**src/rtl/core/argb_to_rgb565_dither_defines.svh**
```systemverilog
// -----------------------------------------------------------------------------
// argb_to_rgb565_dither_defines.svh
// assertion macros shared by the converter's fifo and front end rtl files
// -----------------------------------------------------------------------------
`ifndef ARGB_TO_RGB565_DITHER_DEFINES_SVH
`define ARGB_TO_RGB565_DITHER_DEFINES_SVH

// antecedent implies consequent in the same cycle
`define A2R_ASSERT_IMPLIES(lbl, ante, cons, msg) \
  lbl: assert property (@(posedge clk) disable iff (!rst_n) (ante) |-> (cons)) \
    else $error(msg);

// antecedent implies consequent in the next cycle
`define A2R_ASSERT_NEXT(lbl, ante, cons, msg) \
  lbl: assert property (@(posedge clk) disable iff (!rst_n) (ante) |=> (cons)) \
    else $error(msg);

// condition never holds
`define A2R_ASSERT_NEVER(lbl, cond, msg) \
  lbl: assert property (@(posedge clk) disable iff (!rst_n) !(cond)) \
    else $error(msg);

`endif

```
**src/rtl/core/a2r_pkg.sv**
```systemverilog
// -----------------------------------------------------------------------------
// a2r_pkg
// types, constants and helper functions of the argb to rgb565 converter
// -----------------------------------------------------------------------------
`default_nettype none

package a2r_pkg;

  localparam logic [31:0] NOISE_SEED = 32'h8BAD_F00D;
  localparam logic [31:0] NOISE_TAPS = 32'h20AA_95B5;
  localparam logic [15:0] WHITE_565  = 16'hFFFF;
  localparam logic [7:0]  ALPHA_MAX  = 8'hFF;

  // pixel class decided in the front end
  typedef enum logic [1:0] {
    PX_CLEAR,
    PX_OPAQUE,
    PX_BLEND
  } px_kind_t;

  // one work entry between front and back end
  typedef struct packed {
    px_kind_t   kind;
    logic [7:0] alpha;
    logic [7:0] red;
    logic [7:0] green;
    logic [7:0] blue;
    logic [2:0] nz_red;
    logic [1:0] nz_green;
    logic [2:0] nz_blue;
  } work_t;

  // one step of the noise shift register
  function automatic logic [31:0] noise_step(input logic [31:0] cur);
    logic [31:0] s;
    s = {cur[30:0], 1'b0};
    if ((s == 32'd0) || s[31]) begin
      s = s ^ NOISE_TAPS;
    end
    return s;
  endfunction

  // (c*a + (255-a)*255) >> 8, the sum never exceeds 255*255
  function automatic logic [7:0] blend_white(input logic [7:0] c, input logic [7:0] a);
    logic [7:0]  w;
    logic [15:0] ca;
    logic [15:0] ww;
    logic [15:0] sum;
    w   = ALPHA_MAX - a;
    ca  = {8'd0, c} * {8'd0, a};
    ww  = {w, 8'd0} - {8'd0, w};
    sum = ca + ww;
    return sum[15:8];
  endfunction

  // channel plus noise, saturated at 255
  function automatic logic [7:0] add_sat(input logic [7:0] c, input logic [2:0] nz);
    logic [8:0] sum;
    sum = {1'b0, c} + {6'd0, nz};
    return sum[8] ? ALPHA_MAX : sum[7:0];
  endfunction

endpackage

`default_nettype wire

```
**src/rtl/core/a2r_fifo.sv**
```systemverilog
// -----------------------------------------------------------------------------
// a2r_fifo
// small synchronous queue with combinational head read
// -----------------------------------------------------------------------------
`default_nettype none
`include "argb_to_rgb565_dither_defines.svh"

module a2r_fifo #(
  parameter int DEPTH = 4,
  parameter int WIDTH = 8
) (
  input  wire logic             clk,
  input  wire logic             rst_n,
  input  wire logic             wr_en,
  input  wire logic [WIDTH-1:0] wr_data,
  output logic                  full,
  input  wire logic             rd_en,
  output logic [WIDTH-1:0]      rd_data,
  output logic                  empty
);

  localparam int PW = $clog2(DEPTH);
  localparam int CW = $clog2(DEPTH + 1);

  logic [WIDTH-1:0] mem [DEPTH];
  logic [PW-1:0]    wr_ptr_r, wr_ptr_nxt;
  logic [PW-1:0]    rd_ptr_r, rd_ptr_nxt;
  logic [CW-1:0]    count_r, count_nxt;
  logic             do_wr, do_rd;

  assign full    = (count_r == CW'(DEPTH));
  assign empty   = (count_r == '0);
  assign do_wr   = wr_en && !full;
  assign do_rd   = rd_en && !empty;
  assign rd_data = mem[rd_ptr_r];

  always_comb begin
    wr_ptr_nxt = wr_ptr_r;
    rd_ptr_nxt = rd_ptr_r;
    count_nxt  = count_r;
    if (do_wr) begin
      wr_ptr_nxt = (wr_ptr_r == PW'(DEPTH - 1)) ? '0 : wr_ptr_r + 1'b1;
    end
    if (do_rd) begin
      rd_ptr_nxt = (rd_ptr_r == PW'(DEPTH - 1)) ? '0 : rd_ptr_r + 1'b1;
    end
    case ({do_wr, do_rd})
      2'b10:   count_nxt = count_r + 1'b1;
      2'b01:   count_nxt = count_r - 1'b1;
      default: count_nxt = count_r;
    endcase
  end

  always_ff @(posedge clk) begin
    if (!rst_n) begin
      wr_ptr_r <= '0;
      rd_ptr_r <= '0;
      count_r  <= '0;
    end else begin
      wr_ptr_r <= wr_ptr_nxt;
      rd_ptr_r <= rd_ptr_nxt;
      count_r  <= count_nxt;
    end
  end

  always_ff @(posedge clk) begin
    if (do_wr) begin
      mem[wr_ptr_r] <= wr_data;
    end
  end

  `A2R_ASSERT_NEVER(a_fifo_count_range, count_r > CW'(DEPTH), "fifo count above depth")
  `A2R_ASSERT_IMPLIES(a_fifo_no_overrun, wr_en, !full, "write into full fifo")

endmodule

`default_nettype wire

```
**src/rtl/core/a2r_front.sv**
```systemverilog
// -----------------------------------------------------------------------------
// a2r_front
// accepts pixels, classifies alpha and draws dither noise from the register
// -----------------------------------------------------------------------------
`default_nettype none
`include "argb_to_rgb565_dither_defines.svh"

module a2r_front (
  input  wire logic          clk,
  input  wire logic          rst_n,
  input  wire logic          in_push,
  input  wire logic [31:0]   in_argb_pixel,
  input  wire logic          q_full,
  output logic               q_wr,
  output a2r_pkg::work_t     q_data
);

  import a2r_pkg::*;

  logic [31:0] noise_r, noise_nxt;
  logic [31:0] chain [9];
  logic        accept;
  px_kind_t    kind;
  logic [7:0]  alpha;

  assign accept = in_push && !q_full;
  assign alpha  = in_argb_pixel[31:24];

  always_comb begin
    if (alpha == '0) begin
      kind = PX_CLEAR;
    end else if (alpha == ALPHA_MAX) begin
      kind = PX_OPAQUE;
    end else begin
      kind = PX_BLEND;
    end
  end

  // eight register steps: 3 red, 2 green, 3 blue
  always_comb begin
    chain[0] = noise_r;
    for (int k = 0; k < 8; k++) begin
      chain[k+1] = noise_step(chain[k]);
    end
  end

  always_comb begin
    q_data.kind     = kind;
    q_data.alpha    = alpha;
    q_data.red      = in_argb_pixel[23:16];
    q_data.green    = in_argb_pixel[15:8];
    q_data.blue     = in_argb_pixel[7:0];
    q_data.nz_red   = chain[3][2:0];
    q_data.nz_green = chain[5][1:0];
    q_data.nz_blue  = chain[8][2:0];
  end

  assign q_wr      = accept;
  assign noise_nxt = (accept && (kind != PX_CLEAR)) ? chain[8] : noise_r;

  always_ff @(posedge clk) begin
    if (!rst_n) begin
      noise_r <= NOISE_SEED;
    end else begin
      noise_r <= noise_nxt;
    end
  end

  `A2R_ASSERT_NEXT(a_clear_keeps_noise, accept && (kind == PX_CLEAR), $stable(noise_r),
    "noise moved on transparent pixel")
  `A2R_ASSERT_NEVER(a_noise_nonzero, noise_r == 32'd0, "noise register reached zero")

endmodule

`default_nettype wire

```
**src/rtl/core/a2r_back.sv**
```systemverilog
// -----------------------------------------------------------------------------
// a2r_back
// blends toward white, adds noise, saturates and packs rgb565
// -----------------------------------------------------------------------------
`default_nettype none

module a2r_back (
  input  wire logic             clk,
  input  wire logic             rst_n,
  input  wire logic             q_empty,
  input  wire a2r_pkg::work_t   q_head,
  output logic                  q_rd,
  input  wire logic             o_full,
  output logic                  o_wr,
  output logic [15:0]           o_data
);

  import a2r_pkg::*;

  logic       b1_valid_r, b1_valid_nxt;
  logic       b1_clear_r;
  logic [7:0] b1_red_r, b1_green_r, b1_blue_r;
  logic [2:0] b1_nz_red_r, b1_nz_blue_r;
  logic [1:0] b1_nz_green_r;
  logic [7:0] red_bl, green_bl, blue_bl;
  logic [7:0] red_d, green_d, blue_d;

  // blend stage: one 8x8 multiply per channel
  always_comb begin
    if (q_head.kind == PX_BLEND) begin
      red_bl   = blend_white(q_head.red, q_head.alpha);
      green_bl = blend_white(q_head.green, q_head.alpha);
      blue_bl  = blend_white(q_head.blue, q_head.alpha);
    end else begin
      red_bl   = q_head.red;
      green_bl = q_head.green;
      blue_bl  = q_head.blue;
    end
  end

  assign o_wr         = b1_valid_r && !o_full;
  assign q_rd         = !q_empty && (!b1_valid_r || !o_full);
  assign b1_valid_nxt = q_rd ? 1'b1 : (o_wr ? 1'b0 : b1_valid_r);

  always_ff @(posedge clk) begin
    if (!rst_n) begin
      b1_valid_r <= 1'b0;
    end else begin
      b1_valid_r <= b1_valid_nxt;
    end
  end

  always_ff @(posedge clk) begin
    if (q_rd) begin
      b1_clear_r    <= (q_head.kind == PX_CLEAR);
      b1_red_r      <= red_bl;
      b1_green_r    <= green_bl;
      b1_blue_r     <= blue_bl;
      b1_nz_red_r   <= q_head.nz_red;
      b1_nz_green_r <= q_head.nz_green;
      b1_nz_blue_r  <= q_head.nz_blue;
    end
  end

  // dither and pack stage
  assign red_d   = add_sat(b1_red_r, b1_nz_red_r);
  assign green_d = add_sat(b1_green_r, {1'b0, b1_nz_green_r});
  assign blue_d  = add_sat(b1_blue_r, b1_nz_blue_r);

  assign o_data = b1_clear_r ? WHITE_565 : {red_d[7:3], green_d[7:2], blue_d[7:3]};

endmodule

`default_nettype wire

```
**src/rtl/core/argb_to_rgb565_dither.sv**
```systemverilog
// -----------------------------------------------------------------------------
// argb_to_rgb565_dither
// argb8888 to rgb565 converter with blend toward white and shift-register dither
// -----------------------------------------------------------------------------
//
// channel   ports                         handshake
// -------   ---------------------------   ------------------------------------
// input     in_argb_pixel [31:0]          taken when in_push && !in_full
// result    out_rgb565_pixel [15:0]       taken when out_pop && !out_empty
//
// sustained rate is one pixel per clock while out_pop drains the result queue; the
// noise register takes all eight steps for a non-transparent pixel in the cycle
// it is accepted; an accepted pixel then passes the work queue, the blend
// register and the result queue before it shows on out_rgb565_pixel
// reset loads the noise register with its seed and empties both queues
// with out_pop held low, QUEUE_DEPTH + 1 + OUT_DEPTH pixels are held before
// in_full rises; front and back end stall independently
// -----------------------------------------------------------------------------
`default_nettype none

module argb_to_rgb565_dither #(
  parameter int QUEUE_DEPTH = 4,
  parameter int OUT_DEPTH   = 2
) (
  input  wire logic        clk,
  input  wire logic        rst_n,
  input  wire logic        in_push,
  input  wire logic [31:0] in_argb_pixel,
  output logic             in_full,
  output logic             out_empty,
  input  wire logic        out_pop,
  output logic [15:0]      out_rgb565_pixel
);

  import a2r_pkg::*;

  localparam int WORK_W = $bits(work_t);

  // front end to work queue
  logic              mid_wr;
  work_t             mid_wr_data;
  logic              mid_full;
  // work queue to back end
  logic              mid_rd;
  logic [WORK_W-1:0] mid_rd_data;
  logic              mid_empty;
  work_t             mid_head;
  // back end to result queue
  logic              res_wr;
  logic [15:0]       res_wr_data;
  logic              res_full;

  assign in_full  = mid_full;
  assign mid_head = work_t'(mid_rd_data);

  // classify alpha and draw noise per accepted non-transparent pixel
  a2r_front u_front (
    .clk           (clk),
    .rst_n         (rst_n),
    .in_push       (in_push),
    .in_argb_pixel (in_argb_pixel),
    .q_full        (mid_full),
    .q_wr          (mid_wr),
    .q_data        (mid_wr_data)
  );

  // decouples the noise draw from the arithmetic
  a2r_fifo #(
    .DEPTH (QUEUE_DEPTH),
    .WIDTH (WORK_W)
  ) u_work_q (
    .clk     (clk),
    .rst_n   (rst_n),
    .wr_en   (mid_wr),
    .wr_data (WORK_W'(mid_wr_data)),
    .full    (mid_full),
    .rd_en   (mid_rd),
    .rd_data (mid_rd_data),
    .empty   (mid_empty)
  );

  // blend, dither, saturate and pack
  a2r_back u_back (
    .clk     (clk),
    .rst_n   (rst_n),
    .q_empty (mid_empty),
    .q_head  (mid_head),
    .q_rd    (mid_rd),
    .o_full  (res_full),
    .o_wr    (res_wr),
    .o_data  (res_wr_data)
  );

  // finished results wait here until popped
  a2r_fifo #(
    .DEPTH (OUT_DEPTH),
    .WIDTH (16)
  ) u_res_q (
    .clk     (clk),
    .rst_n   (rst_n),
    .wr_en   (res_wr),
    .wr_data (res_wr_data),
    .full    (res_full),
    .rd_en   (out_pop),
    .rd_data (out_rgb565_pixel),
    .empty   (out_empty)
  );

endmodule

`default_nettype wire
```
**config.mk**
```make
export PLATFORM = sky130hd
export DESIGN_NAME = argb_to_rgb565_dither
export DESIGN_NICKNAME = d
export VERILOG_FILES = /design/src/rtl/core/a2r_pkg.sv /design/src/rtl/core/a2r_fifo.sv /design/src/rtl/core/a2r_front.sv /design/src/rtl/core/a2r_back.sv /design/src/rtl/core/argb_to_rgb565_dither.sv
export VERILOG_INCLUDE_DIRS = /design/src /design/src/rtl/core
export SDC_FILE = /design/constraint.sdc
export NUM_CORES = 1
export LEC_CHECK = 0
export BUFFER_PORTS_ARGS = -buffer_cell sky130_fd_sc_hd__buf_2
export CORE_MARGIN = 4
export CORE_UTILIZATION = 45
export DETAILED_ROUTE_END_ITERATION = 6
export SYNTH_ARGS = -nofsm -noshare
export SYNTH_HDL_FRONTEND = slang
export SYNTH_SLANG_ARGS = --single-unit
```
**constraint.sdc**
```tcl
create_clock -name clk -period 17.5 [get_ports clk]
set_input_delay 3.5 -clock clk [delete_from_list [all_inputs] [get_ports clk]]
set_output_delay 3.5 -clock clk [all_outputs]
set_load 0.05 [all_outputs]
```
==> summary.txt <==
Global routing
  – Met3 usage in global routing: 0.0261
  – Total gr overflow: 0
  – Total track usage: 0.180
  – Met1 GRT Util: 0.259
  – Met2 Use GR: 0.287
  – Largest net degree at the start of global routing: 56
  – First-pass GRT wire length: around 62000 microns
  – Vias in the first global route: 11300
  – Initial antenna violation count: 0
  – Most used routing layer: met2

Die
  – # rows: 73
  – Chip width: between 200 and 250 microns
  – IO Pins: 54
  – Starting Density: 0.455
  – Vert. Die Dim: 208 microns
  – Core area: about 0.040 sq mm
  – Die area: 0.0434 sq mm

CTS
  – CTS buffer count: 30
  – Max Root-Sink Buffers: 3
  – Clock network latency to the later pin of the worst-skew pair: approximately 0.57 ns
  – PostCTS Resize Cnt: 0
  – Setup bufs post-CTS: 0
  – CTS clk-pin slew, worst paths: roughly 0.060 ns
  – Sink Count: 279
  – CTS tree: done
  – CTS H-Tree Depth: 1
  – Clock Tree Root: clkbuf_16
  – Hold-fix buffers, CTS: 0

Placement
  – Number of buffers added on ports: 53
  – GP Congestion: ~0.90
  – Post-DP HPWL: approximately 28000 microns

Critical path
  – Most Frequent Cell on Critical Path: fa_1
  – Worst path cell trace: buf_4 -> mux4_2 -> ha_1 -> nand3_1 -> nor2_1 -> xnor2_1 -> fa_1 -> fa_1 -> fa_1 -> fa_1 -> inv_1 -> ha_1 -> o21a_1 -> a2111oi_0 -> buf_4 -> o21ai_0 -> a21oi_1 -> xor2_1 -> o21ai_0
  – Worst EP required: between 15 and 20 ns
  – Slowest CP cell: mux4_2
  – CP Capture Type: flip-flop
  – CP delay by family, top: adder cells
  – Critical Path Fanout Max: 30
  – Critical path's largest stage delay: 0.83 ns
  – Worst Path Class, Setup: reg -> reg
  – Worst EP arrival: 7.33 ns
  – Worst Path Buf+Inv: 3
  – Crit start category: flip-flop

Final layout
  – NumNets Final: about 1800
  – Ant diodes: 0
  – Ratio of cells with drive above 1 in the final layout: 0.117
  – # fillers: ~3500
  – Syn-to-layout area delta: 9.41%

Routing
  – Per-cell routed wire length: 18.6 microns
  – DRT Wirelength: just under 40000 microns
  – Post-DRT Antenna Nets: 0
  – Via density: 5.25
  – Total number of vias: around 11000
  – DRT iter0 DRCs: approximately 560
  – # DRC: 0
  – DRT Pass-1 Iters: 5

Timing
  – Final Critical Period: approximately 7 ns
  – Unrepaired setup endpoints after global routing: no
  – Clock skew: between 0.02 and 0.025 ns
  – Post-Route Setup TNS: 0 ns
  – Final Hold Viols: 0
  – Max Slew Vio Count: 0
  – Fmax: 0.142 GHz
  – Rel. slew slack: 0.218
  – Setup Viol. Count Final: 0
  – Worst Tran Pin Value: between 1 and 1.5 ns
  – Worst Hold Slack: 0.488 ns
  – Final worst path period share: 0.402

Min path
  – HP Class: reg -> reg

Logic synthesis
  – Synth cell types: 55
  – Flop and latch count out of synthesis: 279
  – Largest cells by area after synthesis: edfxtp_1, fa_1, ha_1, dfxtp_1, mux4_2
  – Post-synthesis sequential area ratio: 0.438
  – Post-synthesis cell count: roughly 1500
  – Ys async rst share: 0
  – Yosys warnings: 0
  – Mapped cell area: 0.0181 sq mm
  – Avg Synthesized Cell Area: around 12 sq um
  – Net Count, Synth: between 1500 and 2000
  – Post-synth EDFFs: ~230
  – Share of the synthesized area in the top cell type: 0.387
  – Yosys top cell by area: edfxtp_1
  – Main flop type after synthesis: edfxtp_1

Status
  – Status: complete, no violations

Run
  – Max cap viols: 0
## area by class of cell
type                       count  area (sq um)  area share
multi-input combinational    970          9210       0.466
sequential                   279          7920       0.401
clock buffer                  42           826      0.0418
inverter                     188           706      0.0357
tap                          525           657      0.0332
timing repair buffer          66           363      0.0184
clock inverter                14          83.8     0.00424
## Yosys cell counts (8+ instances only)
library cell	n
or3_1	11
clkbuf_1	40
nand2_1	163
o21ai_0	55
o21a_1	11
mux4_2	36
inv_1	187
mux2_2	23
dfxtp_1	46
nor2_1	76
a21oi_1	32
nor3_1	9
mux2i_1	17
fa_1	148
ha_1	106
buf_2	10
nand3_1	18
xor2_1	31
a211oi_1	8
edfxtp_1	233
xnor2_1	62
and2_1	73
nand2b_1	10
## tightest hold or removal path, cell delays in order, from the launching register on
cell and delay [ns]:
dfxtp_1 0.33, nand2_1 0.06, a21oi_1 0.05
## per-layer routing
layer,up-vias,part of all wire,wire length [microns]
met1,5524,0.46,17900
met2,218,0.47,18100
met4,0,0.026,998
li1,5131,-,-
met3,63,0.045,1740
met5,-,0,0
## placed cells by master, fill, tap and decap left out, types with 7 or more instances in the layout
cell type,count
edfxtp_1,233
inv_1,187
nand2_1,163
fa_1,148
ha_1,106
nor2_1,76
and2_1,69
xnor2_1,62
o21ai_0,53
buf_2,53
dfxtp_1,44
mux4_2,36
a21oi_1,32
xor2_1,31
clkbuf_16,30
mux2_2,23
nand3_1,18
mux2i_1,17
buf_4,13
o21a_1,11
or3_1,11
nand2b_1,10
nor3_1,9
clkbuf_1,9
a211oi_1,8
nor4_1,7
o21bai_1,7
## state kept, by name (all words and copies together), names as in the netlist, 2 cells and up, named ones only
register	count
u_back.b1_nz_blue_r	3
u_front.noise_r	31
u_back.b1_nz_red_r	3
u_back.b1_green_r	8
u_res_q.mem	32
u_back.b1_nz_green_r	2
u_res_q.count_r	2
u_work_q.rd_ptr_r	2
u_back.b1_blue_r	8
u_work_q.mem	168
u_back.b1_red_r	8
u_work_q.count_r	3
u_work_q.wr_ptr_r	2
## through the flow
stage | area (sq um) | std cells | utilization | worst slack [ns]
after floorplan | 18100 | 1494 | - | 11.45
after global placement | 18900 | 2028 | 0.475 | 10.48
after detailed placement | 18900 | 2028 | 0.475 | 10.37
after CTS | 19800 | 2084 | 0.498 | 10.37
after global routing | 19800 | 2084 | 0.498 | 9.94
final | 19800 | 2084 | 0.498 | 10.47
## kinds of logic after synthesis
| logic type | share of synthesized area |
|---|---|
| flip-flops | 0.438 |
| multiplexers | 0.0695 |
| buffers and inverters | 0.0529 |
| AO/OA/AOI/OAI | 0.0514 |
| XOR/XNOR | 0.0481 |
| adder cells (fa/ha/maj) | 0.237 |
| AND/OR/NAND/NOR | 0.102 |
## final timing paths
| check | startpoint | to | slack [ns] | cells after the start |
|---|---|---|---|---|
| worst max-delay path | flip-flop | u_back.b1_red_r[6] | 10.47 | 19 |
| worst min-delay path | u_front.noise_r[8] | u_front.noise_r[8] | 0.49 | 2 |
| worst max register to register | flip-flop | u_back.b1_red_r[6] | 10.47 | 19 |
| worst min register to register | u_front.noise_r[8] | u_front.noise_r[8] | 0.49 | 2 |
Power is left out: the tool's default activity adds up to more than one toggle a clock period on the data nets, which glitch-free logic cannot reach.
